<file path="src/i2cms_pkg.sv">
// ----------------------------------------------------------------------------
// i2cms_pkg
// Shared widths, command codes and phase codes for the I2C master bit engine.
// ----------------------------------------------------------------------------
package i2cms_pkg;

    localparam int unsigned HALF_W  = 16;
    localparam int unsigned BYTE_W  = 8;
    localparam int unsigned OP_W    = 3;
    localparam int unsigned PHASE_W = 4;
    localparam int unsigned BIT_W   = 3;

    localparam logic [HALF_W-1:0] HALF_RESET = 16'd100;
    localparam logic [BIT_W-1:0]  LAST_BIT   = 3'd7;

    typedef logic [OP_W-1:0]    t_op;
    typedef logic [PHASE_W-1:0] t_phase;
    typedef logic [BYTE_W-1:0]  t_byte;
    typedef logic [HALF_W-1:0]  t_half;

    // command codes
    localparam t_op OP_START = 3'd0;
    localparam t_op OP_STOP  = 3'd1;
    localparam t_op OP_SEND  = 3'd2;
    localparam t_op OP_READ  = 3'd3;
    localparam t_op OP_WACK  = 3'd4;
    localparam t_op OP_ACK   = 3'd5;
    localparam t_op OP_NACK  = 3'd6;
    localparam t_op OP_CHECK = 3'd7;

    // sequence phases
    localparam t_phase PH_ST_REL   = 4'd0;
    localparam t_phase PH_ST_SDA   = 4'd1;
    localparam t_phase PH_ST_SCL   = 4'd2;
    localparam t_phase PH_TX_DATA  = 4'd3;
    localparam t_phase PH_TX_HIGH  = 4'd4;
    localparam t_phase PH_TX_LOW   = 4'd5;
    localparam t_phase PH_RX_HIGH  = 4'd6;
    localparam t_phase PH_RX_LOW   = 4'd7;
    localparam t_phase PH_AK_DATA  = 4'd8;
    localparam t_phase PH_AK_HIGH  = 4'd9;
    localparam t_phase PH_AK_LOW   = 4'd10;
    localparam t_phase PH_SP_LOW   = 4'd11;
    localparam t_phase PH_SP_SCL   = 4'd12;
    localparam t_phase PH_SP_SDA   = 4'd13;

endpackage

</file>
<file path="src/i2c_master_bit_sequencer_top.sv">
// ----------------------------------------------------------------------------
// i2c_master_bit_sequencer_top
// I2C master bit engine: one input item per clock tick while the output is not stalled, one result per item.
// ----------------------------------------------------------------------------
//  channel | direction | handshake              | payload
//  --------+-----------+------------------------+------------------------------
//  in      | in        | i_in_valid/o_in_ready  | cmd_valid, op, tx_byte,
//          |           |                        | sda_in, scl_in
//  out     | out       | o_out_valid/i_out_ready| scl/sda drive, busy, done,
//          |           |                        | rx_byte, ack_bit, bus_owned
//  cfg     | in        | i_cfg_valid/o_cfg_ready| half_period_ticks
//
// One item per cycle sustained while the output is not stalled; an accepted item
// goes from the input register through the sequencer step into the result register.
// The sequencer state advances only when an item moves into the result
// register, so stalls on either side freeze bus time.
// Synchronous active-low reset: sequencer lines released, idle, half period 100.
// ----------------------------------------------------------------------------
module i2c_master_bit_sequencer_top (
    input  logic                    i_clk,
    input  logic                    i_rst_n,
    input  logic                    i_in_valid,
    output logic                    o_in_ready,
    input  logic                    i_cmd_valid,
    input  i2cms_pkg::t_op          i_op,
    input  i2cms_pkg::t_byte        i_tx_byte,
    input  logic                    i_sda_in,
    input  logic                    i_scl_in,
    output logic                    o_out_valid,
    input  logic                    i_out_ready,
    output logic                    o_scl_drive,
    output logic                    o_sda_drive,
    output logic                    o_busy_res,
    output logic                    o_done_res,
    output i2cms_pkg::t_byte        o_rx_byte,
    output logic                    o_ack_bit,
    output logic                    o_bus_owned,
    input  logic                    i_cfg_valid,
    output logic                    o_cfg_ready,
    input  i2cms_pkg::t_half        i_cfg_half_period_ticks
);
    import i2cms_pkg::*;

    // input register
    logic   r_iv;
    logic   r_cmd_valid;
    t_op    r_op;
    t_byte  r_tx;
    logic   r_sda_in;
    logic   r_scl_in;

    // sequencer state
    t_half              r_half;
    t_op                r_cmd,    n_cmd;
    t_phase             r_phase,  n_phase;
    t_half              r_dly,    n_dly;
    logic [BIT_W-1:0]   r_bit,    n_bit;
    t_byte              r_shift,  n_shift;
    t_byte              r_rd,     n_rd;
    logic               r_ack,    n_ack;
    logic               r_own,    n_own;
    logic               r_scl,    n_scl;
    logic               r_sda,    n_sda;
    logic               r_active, n_active;
    logic               n_done;

    // result register
    logic   r_ov;
    logic   r_o_scl, r_o_sda, r_o_busy, r_o_done, r_o_ack, r_o_own;
    t_byte  r_o_rx;

    logic   adv;
    logic   begin_en;
    logic   finish;
    t_phase nxt_ph;
    t_half  hold;

    assign adv         = r_iv && (!r_ov || i_out_ready);
    assign o_in_ready  = !r_iv || adv;
    assign o_cfg_ready = 1'b1;
    assign hold        = (r_half == '0) ? t_half'(1) : r_half;

    always_comb begin
        n_cmd    = r_cmd;
        n_phase  = r_phase;
        n_dly    = r_dly;
        n_bit    = r_bit;
        n_shift  = r_shift;
        n_rd     = r_rd;
        n_ack    = r_ack;
        n_own    = r_own;
        n_scl    = r_scl;
        n_sda    = r_sda;
        n_active = r_active;
        n_done   = 1'b0;
        begin_en = 1'b0;
        finish   = 1'b0;
        nxt_ph   = PH_ST_REL;

        if (r_active) begin
            if (r_dly > t_half'(1)) begin
                n_dly = r_dly - t_half'(1);
            end else begin
                begin_en = 1'b1;
                case (r_phase)
                    PH_ST_REL: nxt_ph = PH_ST_SDA;
                    PH_ST_SDA: nxt_ph = PH_ST_SCL;
                    PH_ST_SCL: begin
                        if (r_cmd == OP_CHECK) begin
                            n_bit  = '0;
                            nxt_ph = PH_TX_DATA;
                        end else begin
                            finish = 1'b1;
                        end
                    end
                    PH_TX_DATA: nxt_ph = PH_TX_HIGH;
                    PH_TX_HIGH: nxt_ph = PH_TX_LOW;
                    PH_TX_LOW: begin
                        if (r_bit == LAST_BIT) begin
                            if (r_cmd == OP_CHECK) nxt_ph = PH_AK_DATA;
                            else                   finish = 1'b1;
                        end else begin
                            n_bit  = r_bit + BIT_W'(1);
                            nxt_ph = PH_TX_DATA;
                        end
                    end
                    PH_RX_HIGH: begin
                        n_shift = {r_shift[BYTE_W-2:0], r_sda_in};
                        nxt_ph  = PH_RX_LOW;
                    end
                    PH_RX_LOW: begin
                        if (r_bit == LAST_BIT) begin
                            n_rd   = r_shift;
                            finish = 1'b1;
                        end else begin
                            n_bit  = r_bit + BIT_W'(1);
                            nxt_ph = PH_RX_HIGH;
                        end
                    end
                    PH_AK_DATA: nxt_ph = PH_AK_HIGH;
                    PH_AK_HIGH: begin
                        if (r_cmd == OP_WACK || r_cmd == OP_CHECK) n_ack = r_sda_in;
                        nxt_ph = PH_AK_LOW;
                    end
                    PH_AK_LOW: begin
                        if (r_cmd == OP_CHECK) begin
                            nxt_ph = PH_SP_LOW;
                        end else begin
                            if (r_cmd == OP_ACK) n_sda = 1'b1;
                            finish = 1'b1;
                        end
                    end
                    PH_SP_LOW: nxt_ph = PH_SP_SCL;
                    PH_SP_SCL: nxt_ph = PH_SP_SDA;
                    PH_SP_SDA: begin
                        n_own  = 1'b0;
                        finish = 1'b1;
                    end
                    default: finish = 1'b1;
                endcase
                if (finish) begin
                    begin_en = 1'b0;
                    n_active = 1'b0;
                    n_done   = 1'b1;
                    n_phase  = PH_ST_REL;
                    n_dly    = '0;
                end
            end
        end else if (r_cmd_valid) begin
            n_cmd   = r_op;
            n_bit   = '0;
            n_shift = (r_op == OP_SEND || r_op == OP_CHECK) ? r_tx : '0;
            if (r_op == OP_CHECK && !(r_sda_in && r_scl_in)) begin
                // bus not idle: fault, no transaction
                n_ack  = 1'b1;
                n_done = 1'b1;
            end else begin
                n_active = 1'b1;
                begin_en = 1'b1;
                case (r_op)
                    OP_START: nxt_ph = PH_ST_REL;
                    OP_STOP:  nxt_ph = PH_SP_LOW;
                    OP_SEND:  nxt_ph = PH_TX_DATA;
                    OP_READ:  nxt_ph = PH_RX_HIGH;
                    OP_CHECK: nxt_ph = PH_ST_REL;
                    default:  nxt_ph = PH_AK_DATA;
                endcase
            end
        end

        if (begin_en) begin
            n_phase = nxt_ph;
            n_dly   = hold;
            case (nxt_ph)
                PH_ST_REL: begin
                    n_sda = 1'b1;
                    n_scl = 1'b1;
                    n_own = 1'b1;
                end
                PH_ST_SDA:  n_sda = 1'b0;
                PH_ST_SCL:  n_scl = 1'b0;
                PH_TX_DATA: n_sda = n_shift[BYTE_W-1];
                PH_TX_HIGH: n_scl = 1'b1;
                PH_TX_LOW: begin
                    n_scl = 1'b0;
                    if (n_bit == LAST_BIT) n_sda = 1'b1;   // release for ack
                    n_shift = {n_shift[BYTE_W-2:0], 1'b0};
                end
                PH_RX_HIGH: n_scl = 1'b1;
                PH_RX_LOW:  n_scl = 1'b0;
                PH_AK_DATA: n_sda = (n_cmd == OP_ACK) ? 1'b0 : 1'b1;
                PH_AK_HIGH: n_scl = 1'b1;
                PH_AK_LOW:  n_scl = 1'b0;
                PH_SP_LOW: begin
                    n_scl = 1'b0;
                    n_sda = 1'b0;
                end
                PH_SP_SCL:  n_scl = 1'b1;
                PH_SP_SDA:  n_sda = 1'b1;
                default: ;
            endcase
        end
    end

    always_ff @(posedge i_clk) begin
        if (!i_rst_n) begin
            r_iv     <= 1'b0;
            r_ov     <= 1'b0;
            r_half   <= HALF_RESET;
            r_cmd    <= OP_START;
            r_phase  <= PH_ST_REL;
            r_dly    <= '0;
            r_bit    <= '0;
            r_shift  <= '0;
            r_rd     <= '0;
            r_ack    <= 1'b1;
            r_own    <= 1'b0;
            r_scl    <= 1'b1;
            r_sda    <= 1'b1;
            r_active <= 1'b0;
        end else begin
            if (i_cfg_valid) begin
                r_half <= i_cfg_half_period_ticks;
            end
            if (o_in_ready) begin
                r_iv <= i_in_valid;
            end
            if (adv) begin
                r_ov     <= 1'b1;
                r_cmd    <= n_cmd;
                r_phase  <= n_phase;
                r_dly    <= n_dly;
                r_bit    <= n_bit;
                r_shift  <= n_shift;
                r_rd     <= n_rd;
                r_ack    <= n_ack;
                r_own    <= n_own;
                r_scl    <= n_scl;
                r_sda    <= n_sda;
                r_active <= n_active;
            end else if (i_out_ready) begin
                r_ov <= 1'b0;
            end
        end
    end

    // payload registers
    always_ff @(posedge i_clk) begin
        if (o_in_ready && i_in_valid) begin
            r_cmd_valid <= i_cmd_valid;
            r_op        <= i_op;
            r_tx        <= i_tx_byte;
            r_sda_in    <= i_sda_in;
            r_scl_in    <= i_scl_in;
        end
        if (adv) begin
            r_o_scl  <= n_scl;
            r_o_sda  <= n_sda;
            r_o_busy <= n_active;
            r_o_done <= n_done;
            r_o_rx   <= n_rd;
            r_o_ack  <= n_ack;
            r_o_own  <= n_own;
        end
    end

    assign o_out_valid = r_ov;
    assign o_scl_drive = r_o_scl;
    assign o_sda_drive = r_o_sda;
    assign o_busy_res  = r_o_busy;
    assign o_done_res  = r_o_done;
    assign o_rx_byte   = r_o_rx;
    assign o_ack_bit   = r_o_ack;
    assign o_bus_owned = r_o_own;

endmodule

</file>
<file path="config.mk">
export PLATFORM = sky130hd
export DESIGN_NAME = i2c_master_bit_sequencer_top
export DESIGN_NICKNAME = d
export VERILOG_FILES = /design/src/i2cms_pkg.sv /design/src/i2c_master_bit_sequencer_top.sv
export SDC_FILE = /design/constraint.sdc
export NUM_CORES = 1
export LEC_CHECK = 0
export BUFFER_PORTS_ARGS = -buffer_cell sky130_fd_sc_hd__buf_4
export CAP_MARGIN = 20
export CORE_MARGIN = 2
export CORE_UTILIZATION = 59
export DETAILED_ROUTE_END_ITERATION = 8
export PLACE_DENSITY = 0.82
export SYNTH_ARGS = -nofsm -noshare
export SYNTH_HDL_FRONTEND = slang
export SYNTH_SLANG_ARGS = --single-unit
</file>
<file path="constraint.sdc">
create_clock -name i_clk -period 2.9 [get_ports i_clk]
set_input_delay 0.29 -clock i_clk [delete_from_list [all_inputs] [get_ports i_clk]]
set_output_delay 0.29 -clock i_clk [all_outputs]
set_load 0.05 [all_outputs]
</file>
* After elaboration in Yosys (flattened, before gate mapping)
Index checks and enable logic that the tools add are counted.
Operators by class: reductions and logical operators 29, mux-type cells 81, magnitude comparators 1, $add $sub $neg 2, equality and inequality tests 37
Operator list (count):
- $mux W8 | 11
- $mux W16 | 5
- $pmux W4 S13 | 1
- $eq A4 B4 Y1 const B | 12
- $mux W4 | 11
- $mux W1 | 39
- $eq A4 B3 Y1 const B | 8
- $mux W3 | 8
- $eq A3 B3 Y1 const B | 7
- $eq A4 B2 Y1 const B | 4
- $gt A16 B1 Y1 const B | 1
- $logic_not A16 Y1 | 1
- $pmux W4 S4 | 1
- $sub A16 B1 Y16 const B | 1
- $reduce_or A2 Y1 | 5
- $reduce_or A5 Y1 | 2
- $reduce_or A9 Y1 | 1
- $eq A4 B1 Y1 const B | 2
- $logic_not A4 Y1 | 2
- $eq A3 B2 Y1 const B | 2
- $pmux W3 S2 | 1
- $reduce_bool A2 Y1 | 3
- $pmux W1 S5 | 1
- $logic_and A1 B1 Y1 | 4
- 12 further kinds | 17
Storage, ports and cells: register bits 93, logic and storage cells 176, output and inout bits 17, input port bits 35

* Depth between registers and ports, before layout
depth after elaboration 11, depth in mapped cells 11, mapped depth without buffers 9

* Least setup slack after synthesis
OpenSTA, ideal clock, no wires.
path kind reg2reg, start register r_dly[8], end register r_shift[6], clock period less this slack 2.433 ns, library setup time 0.117 ns, required time 2.783 ns, buffers on the path 2, path slack 0.467 ns, arrival time 2.316 ns, stages on the path, launching flop included 11, cell sequence dfxtp_1 -> buf_6 -> nor4_4 -> nand4_2 -> a2111oi_4 -> a22o_4 -> and3_4 -> buf_6 -> mux2i_1 -> nand2_1 -> o211a_1
Between the ends: cells in the longest elaborated chain, start to end 6, elaborated cells between the ends (all ways) 10, those cells by class order compare (1); eq/ne (1); mux (8)
RTL lines:
- start: declaration | line i2c_master_bit_sequencer_top.sv:56 | t_half r_dly, n_dly;
- start signal: assignment | line i2c_master_bit_sequencer_top.sv:252 | r_dly <= n_dly;
- $gt A16 B1 Y1 * | line i2c_master_bit_sequencer_top.sv:101 | if (r_dly > t_half'(1)) begin
- $mux W4 | line i2c_master_bit_sequencer_top.sv:101
- $mux W4 | line i2c_master_bit_sequencer_top.sv:100 | if (r_active) begin
- $eq A4 B3 Y1 | line i2c_master_bit_sequencer_top.sv:194 | case (nxt_ph)
- $mux W8 | line i2c_master_bit_sequencer_top.sv:194
- $mux W8 * | line i2c_master_bit_sequencer_top.sv:191 | if (begin_en) begin
- end signal: assignment | line i2c_master_bit_sequencer_top.sv:254 | r_shift <= n_shift;
- end: declaration | line i2c_master_bit_sequencer_top.sv:58 | t_byte r_shift, n_shift;
Every way passes the cells marked *; elsewhere a longest branch is shown, timed or not. A chain may end at the register's enable or synchronous reset.

* Worst setup path after layout
start register r_phase[3], end register r_o_sda (netlist: o_sda_drive), data pin
Between the ends: cells in the longest elaborated chain, start to end 9, elaborated cells between the ends (all ways) 47, those cells by class eq/ne (19); mux (21); reduce/logical (7)
RTL lines:
- start: declaration | line i2c_master_bit_sequencer_top.sv:55 | t_phase r_phase, n_phase;
- start signal: assignment | line i2c_master_bit_sequencer_top.sv:251 | r_phase <= n_phase;
- $eq A4 B3 Y1, or another cell as far along | line i2c_master_bit_sequencer_top.sv:105 | case (r_phase)
- $reduce_or A2 Y1 (no line) or $reduce_or A9 Y1 (tied branches)
- $pmux W3 S2 or $pmux W1 S4 (tied branches) | line i2c_master_bit_sequencer_top.sv:105
- $mux W3 or $mux W1 (tied branches) | line i2c_master_bit_sequencer_top.sv:101
- $mux W3 or $mux W1 (tied branches) | line i2c_master_bit_sequencer_top.sv:100
- $eq A3 B3 Y1 or $mux W1 (tied branches) | line i2c_master_bit_sequencer_top.sv:206, i2c_master_bit_sequencer_top.sv:161
- $mux W1 (on tied branches) | line i2c_master_bit_sequencer_top.sv:206, i2c_master_bit_sequencer_top.sv:101
- $pmux W1 S5 or $mux W1 (tied branches) | line i2c_master_bit_sequencer_top.sv:194, i2c_master_bit_sequencer_top.sv:100
- $mux W1 * | line i2c_master_bit_sequencer_top.sv:191
- via n_sda | line i2c_master_bit_sequencer_top.sv:63 | logic r_sda, n_sda;
- end signal: assignment | line i2c_master_bit_sequencer_top.sv:278 | r_o_sda <= n_sda;
- end: declaration | line i2c_master_bit_sequencer_top.sv:69 | logic r_o_scl, r_o_sda, r_o_busy, r_o_done, r_o_ack, r_o_own;
Mark *: on every way through the listed nets, which the timed path passes. The rest lies on a longest branch. The select of a mux whose other input is x is not followed.

==> results.py <==
metrics = {
    "logic_synthesis": {
        "syn_nets": 566,
        "async_flop_share_pct": 0,
        "seq_area_frac_synth_pct": 43.08,
        "synth_edf_count": 28,
        "synth-main-ff-cell": "dfxtp_1",
        "synthCells": 528,
        "syn_area_per_cell_sq_um": 9.417,
        "synth_cell_types": 81,
        "synth_seq_cells": 93,
        "syn_area_sq_mm": 0.004972,
        "ys_warn_count": 0,
    },
    "critical_path": {
        "required_ns": 3.01,
        "crit_path_start_kind": "flop",
        "cp_num_buf_inv": 0,
        "max_stage_delay_ns": 0.43,
        "path_cells": "and3b_1 > nand3_1 > o311a_1 > a22o_4 > and3_4 > a2bb2oi_2 > a311oi_2 > nor2_1",
        "critPathMaxFanout": 12,
        "critPathArrivalTime_ns": 2.82,
        "critPathTopFamily": "compound AO/OA/AOI/OAI gates",
        "critPathSlowestCell": "o311a_1",
        "end_kind": "flop",
        "worst-setup-path-type": "flop to flop",
    },
    "route": {
        "drt_iter0_drc": 349,
        "wl_per_cell_um": 18.57,
        "drc_errors": 0,
        "routed_wl_um": 12720,
        "dr.pass1.iters": 7,
        "ant_nets": 0,
        "vias": 4329,
        "vias_per_cell": 6.320,
    },
    "sta": {
        "fin_crit_sh_pct": 93.26,
        "slew_headroom_pct": 54.53,
        "hold_viol_final": 0,
        "setup_violations": 0,
        "final.setup_skew_ns": 0.01426,
        "rsz0062_at_grt": "false",
        "tns_ns": 0,
        "worst_slack_ns": 0.1954,
        "worst_slew_pin_slew_ns": 0.6758,
        "max_freq_mhz": 369.7,
        "final_max_slew_viol_count": 0,
        "fin_crit_ns": 2.705,
    },
    "global_routing": {
        "grt_max_degree": 66,
        "grt_remaining_overflow": 0,
        "grt_pass1_wl_um": 20600,
        "antenna_found_initial": 0,
        "first_global_vias": 4128,
        "gr-usage-all-layers_pct": 29.16,
    },
    "clock_tree": {
        "clk_pin_slew_ns": 0.10,
        "clk_latency_ns": 0.37,
        "htreeDepth": 3,
        "cts_tree": "done",
        "cts_made_buffers": 9,
        "clockBufferDepth": 2,
        "cts_sinks": 93,
        "root_buffer": "clkbuf_8",
    },
    "placed_design": {
        "placed_cells": 667,
        "portBuffers": 50,
        "place_congestion": 0.9418,
        "place_ws_ns": 0.1719,
        "dpl.hpwl_um": 9263,
    },
    "job": {
        "maxCapViolCount": 0,
    },
    "die": {
        "die_w_um": 95.80,
        "core.rowCount": 33,
        "core_sq_mm": 0.008175,
        "dieHeight_um": 95.80,
        "ioPinCount": 52,
        "initial_core_util_pct": 60.82,
        "die-area_sq_mm": 0.009178,
    },
    "pwr": {
        "combPwrFrac_pct": 19.0,
        "leakagePower_nw": 2.170,
        "power_density_mw_per_mm2": 519.4,
        "seq_power_share_pct": 49.5,
        "intPower_mw": 2.066,
        "clkPwrFrac_pct": 31.6,
        "sw_frac_of_total_pct": 30.24,
        "ir_worst_vdd_mv": 0.3707,
        "p_switching_mw": 0.8955,
    },
    "cells_and_area": {
        "layout.nets": 613,
        "drive_gt1_share_pct": 20.69,
        "area_growth_pct": 14.67,
        "antennaDiodeCount": 0,
        "finalNonFillerCells": 685,
    },
    "run_status": {
        "status": "finished, final reports clean",
    },
    "min_path": {
        "hold_path_class": "input port to flop",
    },
}
[power groups by stage]
stage          registers [mW]  logic (mW)  clock network [mW]
2_1_floorplan            1.50       0.371                   0
3_3_place_gp             1.49       0.538                   0
3_5_place_dp             1.49       0.548                   0
4_1_cts                  1.46       0.552               0.940
5_1_grt                  1.47       0.616               0.994
6_report                 1.47       0.562               0.935
[timing repair]
| action | 4_1_cts | 5_1_grt |
|---|---|---|
| setup endpoints to repair | 0 | 2 |
| resized for setup | 0 | 3 |
| hold buffers | 0 | 0 |
| buffers inserted | 0 | 2 |
[worst reg2reg max path: stages (launching register included)]
cell and delay [ns]:
dfxtp_1 0.42, and3b_1 0.38, nand3_1 0.22, o311a_1 0.43
a22o_4 0.29, and3_4 0.24, a2bb2oi_2 0.15, a311oi_2 0.26
nor2_1 0.08
[area by class of cell]
| type | instances | area [sq um] |
|---|---|---|
| sequential | 93 | 2143 |
| clock buffer | 10 | 137.6 |
| timing repair buffer | 70 | 525.5 |
| tap | 105 | 131.4 |
| clock inverter | 6 | 75.07 |
| multi-input combinational | 393 | 2659 |
| inverter | 8 | 30.03 |
| fill | 634 | 2474 |
[layer usage]
metal | up-vias | GRT usage, % | part of all wire (%)
li1 | 2037 | - | -
met1 | 2096 | 38.02 | 43
met2 | 161 | 48.37 | 49
met3 | 35 | 5.482 | 5.4
met4 | 0 | 10.48 | 2.8
met5 | - | 0 | 0
[sequential cells by signal, summed over array words and instances, names as in the netlist, 3 cells and up]
register   count
r_bit          3
r_phase        4
r_dly         16
r_op           3
r_rd           8
r_half        16
r_shift        8
r_tx           8
o_rx_byte      8
r_cmd          3
[final timing paths]
kind / from / end / cells past startpoint / slack, ns
max: r_phase[3] / o_sda_drive / 8 / 0.20
min: i_tx_byte[2] / r_tx[2] / 1 / 0.1
max reg2reg: r_phase[3] / o_sda_drive / 8 / 0.20
min reg2reg: r_rd[2] / r_rd[2] / 2 / 0.46
[kinds of logic (layout without fill, tap and decap cells)]
kind of cell / count (synthesis) / after routing / synth area share [%]
and+or+nand+nor: 215 / 215 / 23.40
buffers and inverters: 42 / 94 / 3.674
other: 1 / 1 / 0.07542
adders and majority gates: 3 / 3 / 0.7550
AOI/OAI and AO/OA: 132 / 132 / 20.53
muxes: 35 / 35 / 7.247
DFF: 93 / 93 / 43.08
xor gates and xnor gates: 7 / 7 / 1.233
[cell usage in the layout, fill, tap and decap left out, types with 4 or more instances in the layout]
master,synthesis,layout
o211a_1,6,6
nor3_1,12,11
inv_1,6,6
nand2b_1,8,8
a21oi_1,19,19
a221oi_1,7,7
nand3_1,10,10
dfxtp_1,65,64
o21ai_0,17,17
mux2_2,8,8
nor2_1,31,31
nor2b_1,38,38
mux2i_1,27,27
and2_1,4,4
clkbuf_8,0,10
a22oi_1,11,11
o211ai_1,8,8
nand2_1,72,72
buf_4,1,70
xnor2_1,6,6
edfxtp_1,28,28
nand4_1,5,5
nor4_1,7,7
o21a_1,6,6
a21boi_1,17,17
[metrics by stage]
| step | total power [mW] | util [%] | area (sq um) | hold slack, ns |
|---|---|---|---|---|
| 2_1_floorplan | 1.875 | - | 4972 | 0.3889 |
| 3_3_place_gp | 2.028 | 66.80 | 5461 | 0.4376 |
| 3_5_place_dp | 2.041 | 66.80 | 5461 | 0.4461 |
| 4_1_cts | 2.955 | 69.41 | 5674 | 0.09074 |
| 5_1_grt | 3.082 | 69.74 | 5702 | 0.07754 |
| 6_report | 2.962 | 69.74 | 5702 | 0.09644 |
[synth_stat cells, drive strengths merged, types with 4 or more instances]
library cell  number  share of area, %
a21boi            18               2.7
a21oi             19               1.9
a221oi             7               1.2
a22oi             12               1.9
and2               4              0.50
and3               4              0.63
buf                9               1.2
clkbuf            25               1.9
dfxtp             65                26
edfxtp            28                17
inv                7              0.53
mux2               8               1.8
mux2i             27               5.4
nand2             72               5.4
nand2b             8               1.0
nand3             11               1.2
nand4              6              0.88
nor2              32               2.5
nor2b             38               4.8
nor3              14               1.7
nor4               9               1.7
o211a              6               1.2
o211ai             8               1.2
o21a               6              0.91
o21ai             22               2.4
o311ai             4              0.86
xnor2              6               1.1
Note: power is estimated with default switching activity, not from simulation.
